File: src/hw/rtl/source_text_tokenizer_unit_defines.svh
// ---------------------------------------------------------------------------
// source_text_tokenizer_unit_defines
// assertion macros shared by the tokenizer rtl
// ---------------------------------------------------------------------------
`ifndef SOURCE_TEXT_TOKENIZER_UNIT_DEFINES_SVH
`define SOURCE_TEXT_TOKENIZER_UNIT_DEFINES_SVH

// same-cycle implication, checked out of reset
`define STT_ASSERT_NOW(label, clk, rst_n, ante, cons, msg) \
	label: assert property (@(posedge clk) disable iff (!rst_n) (ante) |-> (cons)) \
		else $error(msg);

// next-cycle implication, checked out of reset
`define STT_ASSERT_NEXT(label, clk, rst_n, ante, cons, msg) \
	label: assert property (@(posedge clk) disable iff (!rst_n) (ante) |=> (cons)) \
		else $error(msg);

`endif

File: src/hw/rtl/stt_pkg.sv
// ---------------------------------------------------------------------------
// stt_pkg
// shared types, codes and character constants of the source text tokenizer
// ---------------------------------------------------------------------------
package stt_pkg;

	// offsets and line numbers
	localparam int POS_BITS = 24;
	localparam int OUT_BITS = 24;
	typedef logic [POS_BITS-1:0] pos_t;
	typedef logic [OUT_BITS-1:0] opos_t;
	localparam pos_t  POS_MAX = '1;
	localparam opos_t OUT_MAX = '1;

	typedef logic [7:0] byte_t;

	// result queue
	localparam int QUEUE_DEPTH = 4;
	localparam int QPTR_BITS   = $clog2(QUEUE_DEPTH);

	// record codes
	localparam logic [1:0] REC_TOKEN = 2'd0;
	localparam logic [1:0] REC_VALUE = 2'd1;
	localparam logic [1:0] REC_ERROR = 2'd2;

	// error codes
	localparam logic ERR_NUMBER = 1'b0;
	localparam logic ERR_STRING = 1'b1;

	// token kinds
	localparam logic [4:0] K_ADD      = 5'd0;
	localparam logic [4:0] K_SUB      = 5'd1;
	localparam logic [4:0] K_MUL      = 5'd2;
	localparam logic [4:0] K_DIV      = 5'd3;
	localparam logic [4:0] K_LPAREN   = 5'd4;
	localparam logic [4:0] K_RPAREN   = 5'd5;
	localparam logic [4:0] K_LBRACKET = 5'd6;
	localparam logic [4:0] K_RBRACKET = 5'd7;
	localparam logic [4:0] K_LBRACE   = 5'd8;
	localparam logic [4:0] K_RBRACE   = 5'd9;
	localparam logic [4:0] K_PERIOD   = 5'd10;
	localparam logic [4:0] K_COMMA    = 5'd11;
	localparam logic [4:0] K_COLON    = 5'd12;
	localparam logic [4:0] K_SEMI     = 5'd13;
	localparam logic [4:0] K_LT       = 5'd14;
	localparam logic [4:0] K_GT       = 5'd16;
	localparam logic [4:0] K_NOT      = 5'd18;
	localparam logic [4:0] K_EQ       = 5'd20;
	localparam logic [4:0] K_IDENT    = 5'd22;
	localparam logic [4:0] K_INT      = 5'd23;
	localparam logic [4:0] K_FLOAT    = 5'd24;
	localparam logic [4:0] K_STR      = 5'd25;
	localparam logic [4:0] K_CHAR     = 5'd26;
	localparam logic [4:0] K_EOF      = 5'd27;

	// characters
	localparam byte_t CH_PLUS   = "+";
	localparam byte_t CH_MINUS  = "-";
	localparam byte_t CH_STAR   = "*";
	localparam byte_t CH_LPAR   = "(";
	localparam byte_t CH_RPAR   = ")";
	localparam byte_t CH_LBRK   = "[";
	localparam byte_t CH_RBRK   = "]";
	localparam byte_t CH_LBRC   = "{";
	localparam byte_t CH_RBRC   = "}";
	localparam byte_t CH_DOT    = ".";
	localparam byte_t CH_COMMA  = ",";
	localparam byte_t CH_COLON  = ":";
	localparam byte_t CH_SEMI   = ";";
	localparam byte_t CH_SLASH  = "/";
	localparam byte_t CH_LT     = "<";
	localparam byte_t CH_GT     = ">";
	localparam byte_t CH_BANG   = "!";
	localparam byte_t CH_EQ     = "=";
	localparam byte_t CH_DQUOTE = 8'h22;
	localparam byte_t CH_SQUOTE = 8'h27;
	localparam byte_t CH_BSLASH = 8'h5C;
	localparam byte_t CH_USCORE = "_";
	localparam byte_t CH_UC_A   = "A";
	localparam byte_t CH_UC_Z   = "Z";
	localparam byte_t CH_LC_A   = "a";
	localparam byte_t CH_LC_Z   = "z";
	localparam byte_t CH_ZERO   = "0";
	localparam byte_t CH_NINE   = "9";
	localparam byte_t CH_LC_N   = "n";
	localparam byte_t CH_LC_T   = "t";
	localparam byte_t CH_NL     = 8'd10;
	localparam byte_t CH_TAB    = 8'd9;
	localparam byte_t CH_NUL    = 8'd0;

	// lexer modes
	typedef enum logic [3:0] {
		M_IDLE,
		M_OP,
		M_IDENT,
		M_NUM,
		M_STR,
		M_STR_ESC,
		M_CHAR_OPEN,
		M_CHAR_ESC,
		M_CHAR_CLOSE,
		M_COMMENT
	} mode_t;

	// one result record
	typedef struct packed {
		logic [1:0] record;
		logic [4:0] kind;
		opos_t      start_pos;
		opos_t      end_pos;
		opos_t      line_no;
		byte_t      value_byte;
		logic       error_code;
		logic       last;
	} res_t;

	// results of one word pushed into the queue
	typedef struct packed {
		logic [1:0] cnt;
		res_t       r0;
		res_t       r1;
	} push_t;

	// clamp an internal offset to the output width
	function automatic opos_t o24(pos_t v);
		logic [63:0] w;
		w = 64'(v);
		if (w > 64'(OUT_MAX))
			return OUT_MAX;
		return w[OUT_BITS-1:0];
	endfunction

endpackage

File: src/hw/rtl/stt_in_if.sv
// ---------------------------------------------------------------------------
// stt_in_if
// source text channel: one byte or end-of-text mark per word
// ---------------------------------------------------------------------------
interface stt_in_if;
	logic       valid;
	logic       ready;
	logic [7:0] ch;
	logic       end_of_text;

	modport source (output valid, output ch, output end_of_text, input ready);
	modport sink (input valid, input ch, input end_of_text, output ready);
endinterface

File: src/hw/rtl/stt_out_if.sv
// ---------------------------------------------------------------------------
// stt_out_if
// token channel: one token, value byte or error record per word
// ---------------------------------------------------------------------------
interface stt_out_if import stt_pkg::*; ();
	logic                valid;
	logic                ready;
	logic [1:0]          record;
	logic [4:0]          kind;
	logic [OUT_BITS-1:0] start_pos;
	logic [OUT_BITS-1:0] end_pos;
	logic [OUT_BITS-1:0] line_no;
	logic [7:0]          value_byte;
	logic                error_code;
	logic                last;

	modport source (output valid, output record, output kind, output start_pos,
		output end_pos, output line_no, output value_byte, output error_code,
		output last, input ready);
	modport sink (input valid, input record, input kind, input start_pos,
		input end_pos, input line_no, input value_byte, input error_code,
		input last, output ready);
endinterface

File: src/hw/rtl/stt_result_queue.sv
// ---------------------------------------------------------------------------
// stt_result_queue
// small queue of result records, takes up to two per cycle, gives one while tokens.ready
// ---------------------------------------------------------------------------
`include "source_text_tokenizer_unit_defines.svh"

module stt_result_queue import stt_pkg::*; (
	input  logic             clk,
	input  logic             arst_n,
	input  push_t            push,
	output logic             space,
	stt_out_if.source        tokens
);

	res_t                 entry_q [QUEUE_DEPTH];
	logic [QPTR_BITS-1:0] head_q;
	logic [QPTR_BITS-1:0] tail_q;
	logic [QPTR_BITS:0]   count_q;
	logic                 pop;

	// room for a full pair of results
	assign space = (count_q <= (QPTR_BITS+1)'(QUEUE_DEPTH - 2));
	assign pop   = tokens.valid && tokens.ready;

	// pointers and fill level
	always_ff @(posedge clk or negedge arst_n) begin
		if (!arst_n) begin
			head_q  <= '0;
			tail_q  <= '0;
			count_q <= '0;
		end else begin
			tail_q  <= tail_q + QPTR_BITS'(push.cnt);
			head_q  <= head_q + QPTR_BITS'(pop);
			count_q <= count_q + (QPTR_BITS+1)'(push.cnt) - (QPTR_BITS+1)'(pop);
		end
	end

	// record storage
	always_ff @(posedge clk) begin
		if (push.cnt != 2'd0)
			entry_q[tail_q] <= push.r0;
		if (push.cnt == 2'd2)
			entry_q[tail_q + QPTR_BITS'(1)] <= push.r1;
	end

	// head record to the channel
	assign tokens.valid      = (count_q != '0);
	assign tokens.record     = entry_q[head_q].record;
	assign tokens.kind       = entry_q[head_q].kind;
	assign tokens.start_pos  = entry_q[head_q].start_pos;
	assign tokens.end_pos    = entry_q[head_q].end_pos;
	assign tokens.line_no    = entry_q[head_q].line_no;
	assign tokens.value_byte = entry_q[head_q].value_byte;
	assign tokens.error_code = entry_q[head_q].error_code;
	assign tokens.last       = entry_q[head_q].last;

	`STT_ASSERT_NOW(a_queue_bound, clk, arst_n, 1'b1, count_q <= (QPTR_BITS+1)'(QUEUE_DEPTH), "result queue overfilled")
	`STT_ASSERT_NOW(a_push_room, clk, arst_n, push.cnt != 2'd0, space, "results pushed without room")

endmodule

File: src/hw/rtl/stt_lexer.sv
// ---------------------------------------------------------------------------
// stt_lexer
// tokenizer state and the per-byte mode transition with its result records
// ---------------------------------------------------------------------------
`include "source_text_tokenizer_unit_defines.svh"

module stt_lexer import stt_pkg::*; (
	input  logic  clk,
	input  logic  arst_n,
	input  logic  item_valid,
	input  byte_t ch,
	input  logic  end_of_text,
	input  logic  space,
	output push_t push
);

	mode_t      mode_q, mode_n;
	byte_t      pending_op_q, pending_op_n;
	pos_t       token_start_q, token_start_n;
	logic [1:0] dot_count_q, dot_count_n;
	pos_t       position_q, position_n;
	pos_t       line_count_q, line_count_n;
	byte_t      char_value_q, char_value_n;
	logic       halted_q, halted_n;
	pos_t       last_pos_q, last_pos_n;

	logic       adv;
	logic       is_alpha, is_digit, is_alnum, is_opstart;
	logic       op_hit;
	logic [4:0] op_kind;
	logic       num_bad;
	pos_t       line_inc;

	// idle-mode handling of the current byte
	logic       idle_v;
	res_t       idle_r;
	mode_t      idle_mode;
	byte_t      idle_pend;
	pos_t       idle_ts;
	logic [1:0] idle_dot;
	byte_t      idle_char;
	pos_t       idle_line;

	logic       pre_v, sec_v;
	res_t       pre_r, sec_r;

	function automatic pos_t sat_inc(pos_t v);
		return (v == POS_MAX) ? v : v + POS_BITS'(1);
	endfunction

	function automatic byte_t unescape(byte_t c);
		if (c == CH_LC_N)
			return CH_NL;
		if (c == CH_LC_T)
			return CH_TAB;
		if (c == CH_ZERO)
			return CH_NUL;
		return c;
	endfunction

	function automatic logic [4:0] pending_kind(byte_t op, logic with_eq);
		logic [4:0] k;
		unique case (op)
			CH_LT:   k = K_LT;
			CH_GT:   k = K_GT;
			CH_BANG: k = K_NOT;
			CH_EQ:   k = K_EQ;
			default: return K_DIV;
		endcase
		return with_eq ? k + 5'd1 : k;
	endfunction

	function automatic res_t make_res(logic [1:0] rec, logic [4:0] kind, pos_t s, pos_t e,
		pos_t line, byte_t vb, logic ec);
		res_t r;
		r.record     = rec;
		r.kind       = kind;
		r.start_pos  = o24(s);
		r.end_pos    = o24(e);
		r.line_no    = o24(line);
		r.value_byte = vb;
		r.error_code = ec;
		r.last       = 1'b0;
		return r;
	endfunction

	assign adv = item_valid && space && !halted_q;

	// byte classes
	assign is_alpha = ((ch >= CH_UC_A) && (ch <= CH_UC_Z)) ||
		((ch >= CH_LC_A) && (ch <= CH_LC_Z)) || (ch == CH_USCORE);
	assign is_digit = (ch >= CH_ZERO) && (ch <= CH_NINE);
	assign is_alnum = is_alpha || is_digit;
	assign is_opstart = (ch == CH_SLASH) || (ch == CH_LT) || (ch == CH_GT) ||
		(ch == CH_BANG) || (ch == CH_EQ);
	assign num_bad  = (dot_count_q > 2'd1);
	assign line_inc = sat_inc(line_count_q);

	// single-character operator decode
	always_comb begin
		op_hit  = 1'b1;
		op_kind = K_ADD;
		unique case (ch)
			CH_PLUS:  op_kind = K_ADD;
			CH_MINUS: op_kind = K_SUB;
			CH_STAR:  op_kind = K_MUL;
			CH_LPAR:  op_kind = K_LPAREN;
			CH_RPAR:  op_kind = K_RPAREN;
			CH_LBRK:  op_kind = K_LBRACKET;
			CH_RBRK:  op_kind = K_RBRACKET;
			CH_LBRC:  op_kind = K_LBRACE;
			CH_RBRC:  op_kind = K_RBRACE;
			CH_DOT:   op_kind = K_PERIOD;
			CH_COMMA: op_kind = K_COMMA;
			CH_COLON: op_kind = K_COLON;
			CH_SEMI:  op_kind = K_SEMI;
			default:  op_hit  = 1'b0;
		endcase
	end

	// what a byte does when no token is open
	always_comb begin
		idle_v    = 1'b0;
		idle_r    = make_res(REC_TOKEN, op_kind, position_q, position_q, line_count_q,
			CH_NUL, 1'b0);
		idle_mode = M_IDLE;
		idle_pend = pending_op_q;
		idle_ts   = token_start_q;
		idle_dot  = dot_count_q;
		idle_char = char_value_q;
		idle_line = line_count_q;
		if (op_hit) begin
			idle_v = 1'b1;
		end else if (is_opstart) begin
			idle_pend = ch;
			idle_ts   = position_q;
			idle_mode = M_OP;
		end else if (is_alpha) begin
			idle_v    = 1'b1;
			idle_r    = make_res(REC_VALUE, K_IDENT, position_q, position_q, line_count_q,
				ch, 1'b0);
			idle_ts   = position_q;
			idle_mode = M_IDENT;
		end else if (is_digit) begin
			idle_v    = 1'b1;
			idle_r    = make_res(REC_VALUE, K_INT, position_q, position_q, line_count_q,
				ch, 1'b0);
			idle_ts   = position_q;
			idle_dot  = 2'd0;
			idle_mode = M_NUM;
		end else if (ch == CH_DQUOTE) begin
			idle_ts   = position_q;
			idle_mode = M_STR;
		end else if (ch == CH_SQUOTE) begin
			idle_ts   = position_q;
			idle_char = CH_NUL;
			idle_mode = M_CHAR_OPEN;
		end else if (ch == CH_NL) begin
			idle_line = line_inc;
		end
	end

	// result records of the current word
	always_comb begin
		pre_v = 1'b0;
		sec_v = 1'b0;
		pre_r = make_res(REC_TOKEN, K_IDENT, token_start_q, last_pos_q, line_count_q,
			CH_NUL, 1'b0);
		sec_r = make_res(REC_TOKEN, K_EOF, position_q, position_q, line_count_q,
			CH_NUL, 1'b0);
		if (end_of_text) begin
			sec_v = 1'b1;
			unique case (mode_q)
				M_IDENT: begin
					pre_v = 1'b1;
				end
				M_NUM: begin
					pre_v = 1'b1;
					if (num_bad) begin
						sec_v = 1'b0;
						pre_r = make_res(REC_ERROR, K_INT, token_start_q, position_q,
							line_count_q, CH_NUL, ERR_NUMBER);
					end else begin
						pre_r.kind = (dot_count_q == 2'd0) ? K_INT : K_FLOAT;
					end
				end
				M_OP: begin
					pre_v = 1'b1;
					pre_r = make_res(REC_TOKEN, pending_kind(pending_op_q, 1'b0),
						token_start_q, token_start_q, line_count_q, CH_NUL, 1'b0);
				end
				M_STR, M_STR_ESC: begin
					pre_v = 1'b1;
					sec_v = 1'b0;
					pre_r = make_res(REC_ERROR, K_STR, token_start_q, position_q,
						line_count_q, CH_NUL, ERR_STRING);
				end
				default: begin
				end
			endcase
		end else begin
			sec_r = idle_r;
			unique case (mode_q)
				M_OP: begin
					if (!((pending_op_q == CH_SLASH) && (ch == CH_SLASH))) begin
						pre_v = 1'b1;
						if ((pending_op_q != CH_SLASH) && (ch == CH_EQ)) begin
							pre_r = make_res(REC_TOKEN, pending_kind(pending_op_q, 1'b1),
								token_start_q, position_q, line_count_q, CH_NUL, 1'b0);
						end else begin
							pre_r = make_res(REC_TOKEN, pending_kind(pending_op_q, 1'b0),
								token_start_q, token_start_q, line_count_q, CH_NUL, 1'b0);
							sec_v = idle_v;
						end
					end
				end
				M_IDENT: begin
					pre_v = 1'b1;
					if (is_alnum) begin
						pre_r = make_res(REC_VALUE, K_IDENT, token_start_q, position_q,
							line_count_q, ch, 1'b0);
					end else begin
						sec_v = idle_v;
					end
				end
				M_NUM: begin
					pre_v = 1'b1;
					if (is_digit || (ch == CH_DOT)) begin
						pre_r = make_res(REC_VALUE, K_INT, token_start_q, position_q,
							line_count_q, ch, 1'b0);
					end else if (num_bad) begin
						pre_r = make_res(REC_ERROR, K_INT, token_start_q, position_q,
							line_count_q, CH_NUL, ERR_NUMBER);
					end else begin
						pre_r.kind = (dot_count_q == 2'd0) ? K_INT : K_FLOAT;
						sec_v = idle_v;
					end
				end
				M_STR: begin
					if (ch == CH_DQUOTE) begin
						pre_v = 1'b1;
						pre_r = make_res(REC_TOKEN, K_STR, token_start_q, position_q,
							line_count_q, CH_NUL, 1'b0);
					end else if (ch != CH_BSLASH) begin
						pre_v = 1'b1;
						pre_r = make_res(REC_VALUE, K_STR, token_start_q, position_q,
							line_count_q, ch, 1'b0);
					end
				end
				M_STR_ESC: begin
					pre_v = 1'b1;
					pre_r = make_res(REC_VALUE, K_STR, token_start_q, position_q,
						line_count_q, unescape(ch), 1'b0);
				end
				M_CHAR_CLOSE: begin
					pre_v = 1'b1;
					pre_r = make_res(REC_TOKEN, K_CHAR, token_start_q, position_q,
						line_count_q, char_value_q, 1'b0);
				end
				M_IDLE: begin
					sec_v = idle_v;
				end
				default: begin
				end
			endcase
		end
	end

	// pack the records in order, flag the final one
	always_comb begin
		push.cnt = 2'd0;
		push.r0  = pre_v ? pre_r : sec_r;
		push.r1  = sec_r;
		if (adv) begin
			if (pre_v)
				push.cnt = sec_v ? 2'd2 : 2'd1;
			else
				push.cnt = sec_v ? 2'd1 : 2'd0;
		end
		push.r0.last = (push.cnt == 2'd1);
		push.r1.last = 1'b1;
	end

	// next state
	always_comb begin
		logic go_idle;
		go_idle       = 1'b0;
		mode_n        = mode_q;
		pending_op_n  = pending_op_q;
		token_start_n = token_start_q;
		dot_count_n   = dot_count_q;
		position_n    = position_q;
		line_count_n  = line_count_q;
		char_value_n  = char_value_q;
		halted_n      = halted_q;
		last_pos_n    = last_pos_q;
		if (adv) begin
			if (end_of_text) begin
				if (((mode_q == M_NUM) && num_bad) || (mode_q == M_STR) ||
					(mode_q == M_STR_ESC)) begin
					halted_n = 1'b1;
					mode_n   = M_IDLE;
				end else begin
					mode_n        = M_IDLE;
					pending_op_n  = CH_NUL;
					token_start_n = '0;
					dot_count_n   = 2'd0;
					position_n    = '0;
					line_count_n  = POS_BITS'(1);
					char_value_n  = CH_NUL;
					last_pos_n    = '0;
				end
			end else begin
				unique case (mode_q)
					M_OP: begin
						if ((pending_op_q == CH_SLASH) && (ch == CH_SLASH))
							mode_n = M_COMMENT;
						else if ((pending_op_q != CH_SLASH) && (ch == CH_EQ))
							mode_n = M_IDLE;
						else
							go_idle = 1'b1;
					end
					M_IDENT: begin
						if (!is_alnum)
							go_idle = 1'b1;
					end
					M_NUM: begin
						if (is_digit || (ch == CH_DOT)) begin
							if ((ch == CH_DOT) && (dot_count_q < 2'd2))
								dot_count_n = dot_count_q + 2'd1;
						end else if (num_bad) begin
							halted_n = 1'b1;
							mode_n   = M_IDLE;
						end else begin
							go_idle = 1'b1;
						end
					end
					M_STR: begin
						if (ch == CH_BSLASH)
							mode_n = M_STR_ESC;
						else if (ch == CH_DQUOTE)
							mode_n = M_IDLE;
					end
					M_STR_ESC: begin
						mode_n = M_STR;
					end
					M_CHAR_OPEN: begin
						if (ch == CH_BSLASH) begin
							mode_n = M_CHAR_ESC;
						end else begin
							char_value_n = ch;
							mode_n       = M_CHAR_CLOSE;
						end
					end
					M_CHAR_ESC: begin
						char_value_n = unescape(ch);
						mode_n       = M_CHAR_CLOSE;
					end
					M_CHAR_CLOSE: begin
						mode_n = M_IDLE;
					end
					M_COMMENT: begin
						if (ch == CH_NL) begin
							line_count_n = line_inc;
							mode_n       = M_IDLE;
						end
					end
					default: begin
						go_idle = 1'b1;
					end
				endcase
				if (go_idle) begin
					mode_n        = idle_mode;
					pending_op_n  = idle_pend;
					token_start_n = idle_ts;
					dot_count_n   = idle_dot;
					char_value_n  = idle_char;
					line_count_n  = idle_line;
				end
				last_pos_n = position_q;
				position_n = sat_inc(position_q);
			end
		end
	end

	// state registers
	always_ff @(posedge clk or negedge arst_n) begin
		if (!arst_n) begin
			mode_q        <= M_IDLE;
			pending_op_q  <= CH_NUL;
			token_start_q <= '0;
			dot_count_q   <= 2'd0;
			position_q    <= '0;
			line_count_q  <= POS_BITS'(1);
			char_value_q  <= CH_NUL;
			halted_q      <= 1'b0;
			last_pos_q    <= '0;
		end else begin
			mode_q        <= mode_n;
			pending_op_q  <= pending_op_n;
			token_start_q <= token_start_n;
			dot_count_q   <= dot_count_n;
			position_q    <= position_n;
			line_count_q  <= line_count_n;
			char_value_q  <= char_value_n;
			halted_q      <= halted_n;
			last_pos_q    <= last_pos_n;
		end
	end

	`STT_ASSERT_NEXT(a_halt_sticky, clk, arst_n, halted_q, halted_q, "halt released without reset")
	`STT_ASSERT_NOW(a_halt_silent, clk, arst_n, halted_q, push.cnt == 2'd0, "records pushed while halted")
	`STT_ASSERT_NEXT(a_eot_restart, clk, arst_n, adv && end_of_text, (position_q == '0) || halted_q, "end of text did not restart offsets")

endmodule

File: src/hw/rtl/source_text_tokenizer_unit.sv
// ---------------------------------------------------------------------------
// source_text_tokenizer_unit
// streaming tokenizer: source bytes in, token, value and error records out
// ---------------------------------------------------------------------------
//  channel  dir  word                      payload
//  text     in   source byte or end mark   ch, end_of_text
//  tokens   out  one result record         record, kind, start_pos, end_pos,
//                                          line_no, value_byte, error_code, last
//
//  one byte per cycle while text.ready is high; a byte enters an input register,
//  then its records are written into a 4-entry result queue, and the first
//  record shows at the queue head
//  a byte that gives two records holds the rate only while the queue drains
//  one record per cycle; the queue takes a word only with two free entries
//  text.ready drops when the input register is full and the queue lacks room
//  reset clears offsets and halt flag, sets line count to 1; no clearing pass
// ---------------------------------------------------------------------------
module source_text_tokenizer_unit import stt_pkg::*; (
	input  logic      clk,
	input  logic      arst_n,
	stt_in_if.sink    text,
	stt_out_if.source tokens
);

	logic  valid_s1;
	byte_t ch_s1;
	logic  eot_s1;
	logic  space;
	push_t push;

	// input register, drained whenever the queue has room
	assign text.ready = !valid_s1 || space;

	always_ff @(posedge clk or negedge arst_n) begin
		if (!arst_n) begin
			valid_s1 <= 1'b0;
		end else if (text.ready) begin
			valid_s1 <= text.valid;
		end
	end

	always_ff @(posedge clk) begin
		if (text.valid && text.ready) begin
			ch_s1  <= text.ch;
			eot_s1 <= text.end_of_text;
		end
	end

	stt_lexer u_lexer (
		.clk         (clk),
		.arst_n      (arst_n),
		.item_valid  (valid_s1),
		.ch          (ch_s1),
		.end_of_text (eot_s1),
		.space       (space),
		.push        (push)
	);

	stt_result_queue u_queue (
		.clk    (clk),
		.arst_n (arst_n),
		.push   (push),
		.space  (space),
		.tokens (tokens)
	);

endmodule
File: src/flat_wrapper.sv
// flat-port wrapper written by rule: the top's interface ports become plain ports
module source_text_tokenizer_unit_flat import stt_pkg::*;
  (clk, arst_n, text_valid, text_ch, text_end_of_text, text_ready, tokens_valid, tokens_record, tokens_kind, tokens_start_pos, tokens_end_pos, tokens_line_no, tokens_value_byte, tokens_error_code, tokens_last, tokens_ready);
  stt_in_if text_i ();
  stt_out_if tokens_i ();
  input  logic clk;
  input  logic arst_n;
  input wire logic [$bits(text_i.valid)-1:0] text_valid;
  input wire logic [$bits(text_i.ch)-1:0] text_ch;
  input wire logic [$bits(text_i.end_of_text)-1:0] text_end_of_text;
  output wire logic [$bits(text_i.ready)-1:0] text_ready;
  output wire logic [$bits(tokens_i.valid)-1:0] tokens_valid;
  output wire logic [$bits(tokens_i.record)-1:0] tokens_record;
  output wire logic [$bits(tokens_i.kind)-1:0] tokens_kind;
  output wire logic [$bits(tokens_i.start_pos)-1:0] tokens_start_pos;
  output wire logic [$bits(tokens_i.end_pos)-1:0] tokens_end_pos;
  output wire logic [$bits(tokens_i.line_no)-1:0] tokens_line_no;
  output wire logic [$bits(tokens_i.value_byte)-1:0] tokens_value_byte;
  output wire logic [$bits(tokens_i.error_code)-1:0] tokens_error_code;
  output wire logic [$bits(tokens_i.last)-1:0] tokens_last;
  input wire logic [$bits(tokens_i.ready)-1:0] tokens_ready;
  assign text_i.valid = text_valid;
  assign text_i.ch = text_ch;
  assign text_i.end_of_text = text_end_of_text;
  assign text_ready = text_i.ready;
  assign tokens_valid = tokens_i.valid;
  assign tokens_record = tokens_i.record;
  assign tokens_kind = tokens_i.kind;
  assign tokens_start_pos = tokens_i.start_pos;
  assign tokens_end_pos = tokens_i.end_pos;
  assign tokens_line_no = tokens_i.line_no;
  assign tokens_value_byte = tokens_i.value_byte;
  assign tokens_error_code = tokens_i.error_code;
  assign tokens_last = tokens_i.last;
  assign tokens_i.ready = tokens_ready;
  source_text_tokenizer_unit u_core (.clk(clk), .arst_n(arst_n), .text(text_i), .tokens(tokens_i));
endmodule
File: config.mk
export PLATFORM = sky130hd
export DESIGN_NAME = source_text_tokenizer_unit_flat
export DESIGN_NICKNAME = d
export VERILOG_FILES = /design/src/hw/rtl/stt_pkg.sv /design/src/hw/rtl/stt_in_if.sv /design/src/hw/rtl/stt_out_if.sv /design/src/hw/rtl/stt_result_queue.sv /design/src/hw/rtl/stt_lexer.sv /design/src/hw/rtl/source_text_tokenizer_unit.sv /design/src/flat_wrapper.sv
export VERILOG_INCLUDE_DIRS = /design/src /design/src/hw/rtl
export SDC_FILE = /design/constraint.sdc
export NUM_CORES = 1
export LEC_CHECK = 0
export BUFFER_PORTS_ARGS = -buffer_cell sky130_fd_sc_hd__buf_2
export CAP_MARGIN = 40
export CELL_PAD_IN_SITES_DETAIL_PLACEMENT = 0
export CELL_PAD_IN_SITES_GLOBAL_PLACEMENT = 1
export CORE_MARGIN = 2
export CORE_UTILIZATION = 50
export CTS_CLUSTER_DIAMETER = 200
export CTS_CLUSTER_SIZE = 30
export DETAILED_ROUTE_END_ITERATION = 10
export GPL_TIMING_DRIVEN = 0
export PLACE_DENSITY = 0.86
export SLEW_MARGIN = 15
export SYNTH_ARGS = -nofsm -noshare
export SYNTH_HDL_FRONTEND = slang
export SYNTH_SLANG_ARGS = --single-unit
export TNS_END_PERCENT = 30
File: constraint.sdc
create_clock -name clk -period 8.76 [get_ports clk]
set_input_delay 1.314 -clock clk [delete_from_list [all_inputs] [get_ports clk]]
set_output_delay 1.314 -clock clk [all_outputs]
set_load 0.1 [all_outputs]
==> impl_results.md, run 1 <==
- H-tree Lvls: 1
- Peak supply drop: 0.286 mV
- Die area: 51,900 um^2
- Fin. Hold Viols: 0
- Cells after DPL: 2,880
- WL per Instance: 28.4 um
- Nets: 2,255
- Share of synthesized registers carrying an async set or reset: 25.8%
- GRT Residual Overflow: 0
- # diodes: 0
- Final period utilization: 73.0%
- Synth Area per Inst: 12.1 um^2
- Rows: 82
- WS Path Type: flop to flop
- Clock transition at path regs: 0.12 ns
- PostCTS Resize Cnt: 0
- Start point of the critical path: u_core.u_lexer.mode_q[1]
- Drt first pass iters: 6
- Worst setup EP type: flop
- Vias per cell: 6.78
- Synth top area cells: edfxtp_1 42%, dfrtp_1 13%, mux4_2 8.0%
- Non-Filler Instances: 2,917
- Die Ht: 228 um
- Remaining DRCs: 0
- CP arrival: 6.65 ns
- Post-synthesis instance area: 25,100 um^2
- Setup violators final: 0
- Fillers: 4,122
- Hold WC Path Type: flop to flop
- Area delta synth->final: 9.74%
- Rel. slew slack: 36.8%
- GPL Wtd Cong: 0.957
- Hold-fix buffers at CTS: 0
- Initial DRC count: 2,605
- Leakage: 9.55 nW
- Yosys reg bits: 492
- Pwr Density: 356 nW/um^2
- Clk_skew: 0.0379 ns
- Total Wirelength: 82,700 um
- Fin util: 55.2%
- Post-CTS setup buffers: 0
- Vias in the first global route: 19,039
- Clock Root Buffer: clkbuf_16
- Most used DFF post-synth: edfxtp_1
- Yosys top cell area share: 42.3%
- Hold_sp: u_core.u_queue.entry_q[0][88]
- Unrepaired setup endpoints after global routing: false
- Post-synthesis sequential area ratio: 56.0%
- Leading area contributor after synthesis: edfxtp_1
- Count leader, synth: edfxtp_1
- Net Count, Synth: 2,095
- Fmax: 0.156 GHz
- Port bufs: 103
- Final HPWL from detailed placement: 60,000 um
- Clock Latency Late Sink: 0.59 ns
- Starting Density: 50.3%
- Critical path fanouts, max: 51
- Initial antenna violation count: 0
- Worst EP required: 9.02 ns
- Max_cap viols: 0
- Vias: 19,763
- Clock Sinks: 492
- Count of pins over their slew limit: 0
- Startpoint Class: flop
- Min Hold Slack: 0.481 ns
- Syn. warnings: 0
- Synth top cells by count: 353 x edfxtp_1, 196 x a22o_1, 156 x clkbuf_1
- Std-Cell Core Area: 49,800 um^2
- Clock buffer depth: 3
- Worst-margin pin slew: 0.948 ns
- CTS tree: built
- Post-synth EDFFs: 353
- Chip Width: 228 um
- Synth cell types: 87
- Tot GR Track Use: 31.0%
- Pwr Total: 9.80 mW
- Cells after Synth: 2,071
- DRT antenna net count: 0
- Global-route wire length before repair: 121,000 um
- Largest net degree at the start of global routing: 77
- Worst R2R Start: u_core.u_lexer.mode_q[1]
- Io pins: 104
- Num CTS Buffers: 20
- Share of cells above drive strength 1: 13.0%
- Outcome: complete, no violations
- Minimum clock period: 6.39 ns
[registers in the layout, summed over array words and instances (netlist names), 3 cells and up]
signal	cells
u_core.u_lexer.position_q	24
u_core.u_lexer.mode_q	4
u_core.u_queue.count_q	3
u_core.ch_s1	8
u_core.u_queue.entry_q	356
u_core.u_lexer.pending_op_q	8
u_core.u_lexer.char_value_q	8
u_core.u_lexer.line_count_q	24
u_core.u_lexer.token_start_q	24
u_core.u_lexer.last_pos_q	24
[final cells by class]
class,count,area [um^2],share of cell area (%)
timing repair buffer,138,960,3.49
tap,672,841,3.06
clock buffer,35,578,2.10
inverter,38,143,0.519
buffer,190,751,2.73
clock inverter,1,20.0,0.0728
sequential,492,14000,51.0
multi-input combinational,1351,10200,37.0
[layout by cell type, fill, tap and decap left out, drive strengths merged, types with 10 or more instances in the layout]
cell     netlist  layout
a21o          13      13
a21oi         70      70
a221o         14      14
a222oi        10      10
a22o         196     196
a22oi         16      16
a31oi         16      16
and2         108     108
and3          22      22
buf           34     172
clkbuf       156     191
dfrtp        126     126
dfxtp         12      12
edfxtp       353     353
ha            10      10
inv           37      38
mux4          89      89
nand2        137     137
nand2b        15      15
nand3         50      50
nand4         13      13
nor2         109     109
nor3          26      26
nor4          11      11
o21ai        128     128
o22ai         63      63
o2bb2ai       19      19
o32ai         13      13
or3           28      28
xnor2         15      15
xor2          14      14
[worst max-delay path, stage by stage, from the launching register on]
cell and delay (ns):
dfrtp_1 0.33, clkbuf_1 0.33, or4b_2 0.73, a21oi_1 0.29, o21ai_0 0.24, clkbuf_1 0.39
o21ai_0 0.20, o32ai_1 0.10, or4_1 0.42, o21ai_0 0.23, ha_1 0.38, nand4_1 0.40
or3_1 0.64, nand2_1 0.25, clkbuf_4 0.72, buf_16 0.33
[layer usage]
layer / global-route usage [%] / share of wire, % / up-vias
met5: 0 / 0 / -
li1: - / - / 8418
met3: 6.70 / 11 / 191
met1: 41.9 / 39 / 9855
met2: 50.2 / 47 / 1299
met4: 10.5 / 3.4 / 0
[worst paths after layout]
check	depth (start not counted)	slack, ns	endpoint
max	15	2.37	u_core.u_queue.entry_q[2][54]
min in group asynchronous	1	0.62	u_core.u_lexer.pending_op_q[4]
max in group asynchronous	2	7.37	u_core.u_lexer.token_start_q[3]
min reg2reg	2	0.48	u_core.u_queue.entry_q[0][88]
max reg2reg	15	2.37	u_core.u_queue.entry_q[2][54]
min	2	0.48	u_core.u_queue.entry_q[0][88]
[cells by family after synthesis]
kind of cell / after synthesis / share of synthesized area, %
flip-flops: 492 / 56.0
buffers and inverters: 228 / 3.50
AND/OR/NAND/NOR: 574 / 12.0
adder cells (fa/ha/maj): 12 / 0.619
multiplexers: 97 / 8.34
AO/OA/AOI/OAI: 639 / 18.6
XOR/XNOR: 29 / 1.01
[report_power, final]
part | switching (mW) | internal [mW]
logic | 4.29 | 1.19
clock network | 0.731 | 0.465
registers | 0.155 | 2.97
[per-stage QoR]
step	setup slack, ns	TNS, ns	cell area [um^2]
finish	2.37	0	27500
global route	2.18	0	27500
CTS	2.51	0	27500
detailed placement	2.52	0	26900
global placement	-1.25	-434.24	26400
floorplan	2.25	0	25100
Power figures use the tool's default switching activity.
==> run 2: changes to the inputs <==
ABC_AREA = 1   (was unset)
CORE_UTILIZATION = 43   (was 50)
PLACE_DENSITY = 0.84   (was 0.86)
clock period = 5.45 ns   (was 8.76 ns; I/O delays follow)
==> impl_results.md, run 2 <==
- FF-to-FF setup slack: 0.18 ns (was 2.37 ns)
- H-tree Lvls: 1 (unchanged)
- Leading area contributor after synthesis: edfxtp_1 (unchanged)
- Yosys reg bits: 492 (unchanged)
- Critical Path, Cell by Cell: clkinv_1, clkbuf_1, clkbuf_2, buf_1, buf_6, a31oi_1, ha_1, inv_1, nor2_1, nor2_1, nor2_4, inv_1, nand2_8, buf_16, clkinvlp_4, clkbuf_1, nor2_1 (was clkbuf_1, or4b_2, a21oi_1, o21ai_0, clkbuf_1, o21ai_0, o32ai_1, or4_1, o21ai_0, ha_1, nand4_1, or3_1, nand2_1, clkbuf_4, buf_16)
- Top reg by flops: u_core.u_queue.entry_q (unchanged)
- Syn. warnings: 0 (unchanged)
- Pwr Density: 624 nW/um^2 (was 356 nW/um^2)
- Count leader, synth: nand2_1 (was edfxtp_1)
- Area of the multi-input gates: 10,800 um^2 (was 10,200 um^2)
- Tot GR Track Use: 30.5% (was 31.0%)
- Complex-gate fraction of the synthesized area: 14.1% (was 18.6%)
- Initial antenna violation count: 0 (unchanged)
- Die area: 63,400 um^2 (was 51,900 um^2)
- Start point of the critical path: u_core.eot_s1 (was u_core.u_lexer.mode_q[1])
- Synth Area per Inst: 8.15 um^2 (was 12.1 um^2)
- Clock Sinks: 492 (unchanged)
- Clock Root Buffer: clkbuf_16 (unchanged)
- Vias in the first global route: 22,761 (was 19,039)
- Die Ht: 252 um (was 228 um)
- Post-synthesis instance area: 26,400 um^2 (was 25,100 um^2)
- Remaining DRCs: 0 (unchanged)
- Startpoint Class: flop (unchanged)
- Outcome: complete, no violations (unchanged)
- Global-route wire length before repair: 145,000 um (was 121,000 um)
- CTS tree: built (unchanged)
- Max reg flops: 356 (unchanged)
- Vias per cell: 5.81 (was 6.78)
- Path depth of the worst reg2reg path: 17 (was 15)
- Net Count, Synth: 3,264 (was 2,095)
- Vias: 24,276 (was 19,763)
- Clk_skew: 0.0418 ns (was 0.0379 ns)
- Final period utilization: 96.7% (was 73.0%)
- Worst setup EP type: flop (unchanged)
- DRT antenna net count: 0 (unchanged)
- Cell mode on critical path: nor2_1 (was o21ai_0)
- Setup violators final: 0 (unchanged)
- Share of cells above drive strength 1: 7.46% (was 13.0%)
- Count of pins over their slew limit: 0 (unchanged)
- Num CTS Buffers: 20 (unchanged)
- WL per Instance: 23.5 um (was 28.4 um)
- Chip Width: 252 um (was 228 um)
- Port bufs: 103 (unchanged)
- Fmax: 0.190 GHz (was 0.156 GHz)
- Post-synth EDFFs: 353 (unchanged)
- Drt first pass iters: 7 (was 6)
- Io pins: 104 (unchanged)
- GPL Wtd Cong: 0.984 (was 0.957)
- Final HPWL from detailed placement: 71,000 um (was 60,000 um)
- Total Wirelength: 98,100 um (was 82,700 um)
- Std-Cell Core Area: 60,500 um^2 (was 49,800 um^2)
- Worst setup endpoint: u_core.u_queue.entry_q[3][23] (was u_core.u_queue.entry_q[2][54])
- Crit-path slowest cell: clkbuf_1 (was or4b_2)
- Initial DRC count: 3,135 (was 2,605)
- Min Hold Slack: 0.165 ns (was 0.481 ns)
- # diodes: 0 (unchanged)
- Sequential Area: 14,000 um^2 (unchanged)
- Post-synthesis sequential area ratio: 53.1% (was 56.0%)
- Post-synthesis simple-gate area fraction: 24.7% (was 12.0%)
- Most frequent cells in the layout: 933 x nand2_1, 451 x nor2_1, 387 x o21ai_0 (was 353 x edfxtp_1, 196 x a22o_1, 166 x clkbuf_1)
- Peak supply drop: 0.613 mV (was 0.286 mV)
- Max_cap viols: 0 (unchanged)
- Worst R2R Start: u_core.eot_s1 (was u_core.u_lexer.mode_q[1])
- Rows: 90 (was 82)
- Clock Latency Late Sink: 0.60 ns (was 0.59 ns)
- Yosys top cell area share: 40.2% (was 42.3%)
- Rel. slew slack: 38.3% (was 36.8%)
- XOR/XNOR Fraction of Synth Area: 1.33% (was 1.01%)
- Worst EP required: 5.88 ns (was 9.02 ns)
- Critical path fanouts, max: 44 (was 51)
- Synth cell types: 47 (was 87)
- Commonest non-fill, non-tap cell in the layout: nand2_1 (was edfxtp_1)
- Leakage: 11.2 nW (was 9.55 nW)
- Fin. Hold Viols: 0 (unchanged)
- Starting Density: 43.6% (was 50.3%)
- Largest family of logic cells by synthesized area: simple AND/OR/NAND/NOR gates (was compound AO/OA/AOI/OAI gates)
- Fillers: 5,938 (was 4,122)
- Cells after Synth: 3,240 (was 2,071)
- Hold WC Path Type: input pin to asynchronous set/reset pin (was flop to flop)
- Clock transition at path regs: 0.12 ns (about the same)
- CP arrival: 5.70 ns (was 6.65 ns)
- Synth top area cells: edfxtp_1 40%, nand2_1 13%, dfrtp_1 12% (was edfxtp_1 42%, dfrtp_1 13%, mux4_2 8.0%)
- Most used DFF post-synth: edfxtp_1 (unchanged)
- Synth top cells by count: 938 x nand2_1, 451 x nor2_1, 387 x o21ai_0 (was 353 x edfxtp_1, 196 x a22o_1, 156 x clkbuf_1)
- Post-Synth Adder-Cell Area: 0.550% (was 0.619%)
- Critical path's largest stage delay: 0.55 ns (was 0.73 ns)
- Area delta synth->final: 9.16% (was 9.74%)
- Final WS setup: 0.177 ns (was 2.37 ns)
- Share of synthesized registers carrying an async set or reset: 25.8% (unchanged)
- Worst r2r dst: u_core.u_queue.entry_q[3][23] (was u_core.u_queue.entry_q[2][54])
- Mux contribution to synthesized area: 0% (was 8.34%)
- Largest net degree at the start of global routing: 68 (was 77)
- Clock buffer depth: 3 (unchanged)
- Post-Place Setup Slack: -0.336 ns (was 2.52 ns)
- WS Path Type: flop to flop (unchanged)
- Minimum clock period: 5.27 ns (was 6.39 ns)
- GRT Residual Overflow: 0 (unchanged)
- Nets: 3,404 (was 2,255)
- Unrepaired setup endpoints after global routing: false (unchanged)
- Worst-margin pin slew: 0.925 ns (was 0.948 ns)
[run 2: cell count changes after synthesis, moves of 45 or more]
cell     previous run  this run
o22ai_1            63       108
nor2_1            109       451
inv_1              36       182
and2_1            108         0
mux4_2             89         0
nand2_1           137       938
o21ai_0           118       387
nand3_1            50        97
a22o_1            196         0
[run 2: layout make-up]
type / count / area share, %
Buffer: 194 / 2.91
Clock buffer: 34 / 1.99
Clock inverter: 1 / 0.0695
Inverter: 215 / 2.82
Multi-Input combinational cell: 2340 / 37.5
Sequential cell: 492 / 48.7
Tap cell: 782 / 3.40
Timing Repair Buffer: 117 / 2.63
[run 2: per-layer routing]
metal	vias up	part of all wire (%)	GRT usage, %
met1	11488	39	41.1
li1	11162	-	-
met3	243	10	4.91
met5	-	0	0
met2	1383	45	48.8
met4	0	5.0	13.3
[run 2: worst min path at each step]
stage,from,endpoint,slack (ns),depth (start not counted)
2_1_floorplan,u_core.u_queue.entry_q[1][1],u_core.u_queue.entry_q[1][1],0.42,2
5_1_grt,arst_n,u_core.u_lexer.position_q[18],0.21,1
3_5_place_dp,u_core.u_queue.entry_q[1][0],u_core.u_queue.entry_q[1][0],0.44,2
6_report,arst_n,u_core.u_lexer.position_q[22],0.17,1
4_1_cts,arst_n,u_core.u_lexer.position_q[22],0.18,1
3_3_place_gp,u_core.u_queue.entry_q[2][0],u_core.u_queue.entry_q[2][0],0.43,2
[run 2: what timing repair did]
item / in CTS / in global routing
endpoints found under the setup margin: 26 / 34
hold buffers: 0 / 0
gates resized for setup: 3 / 12
cloned: 1 / 0
setup buffers: 0 / 1
pin swaps: 1 / 1
[run 2: stage by stage]
step	instances	cell area [um^2]	total power, mW	setup TNS (ns)	util, %
2_1_floorplan	3240	26400	12.8	-2.16	-
4_1_cts	4174	28800	17.8	0	47.6
6_report	4175	28800	18.0	0	47.6
3_3_place_gp	4125	27900	15.9	-1030.56	46.1
3_5_place_dp	4138	28200	15.9	-5.96	46.6
5_1_grt	4175	28800	18.6	0	47.6
[run 2: cells by family after synthesis]
family / Yosys count
AND/OR/NAND/NOR: 1615
AO/OA/AOI/OAI: 673
adder cells (fa/ha/maj): 11
flip-flops: 492
buffers and inverters: 409
XOR/XNOR: 40
[run 2: critical path: cells and delay by family (launching register included)]
kind	cells	cell delay, ns
adder cells (fa/ha/maj)	1	0.34
buffers and inverters	10	3.09
flip-flops	1	0.44
AND/OR/NAND/NOR	5	1.06
AO/OA/AOI/OAI	1	0.14
[run 2: power by group]
group | switching (mW) | internal (mW) | leakage, nW
sequential | 0.242 | 4.80 | 5.11
combinational | 9.17 | 1.79 | 5.83
clock | 1.23 | 0.745 | 0.284
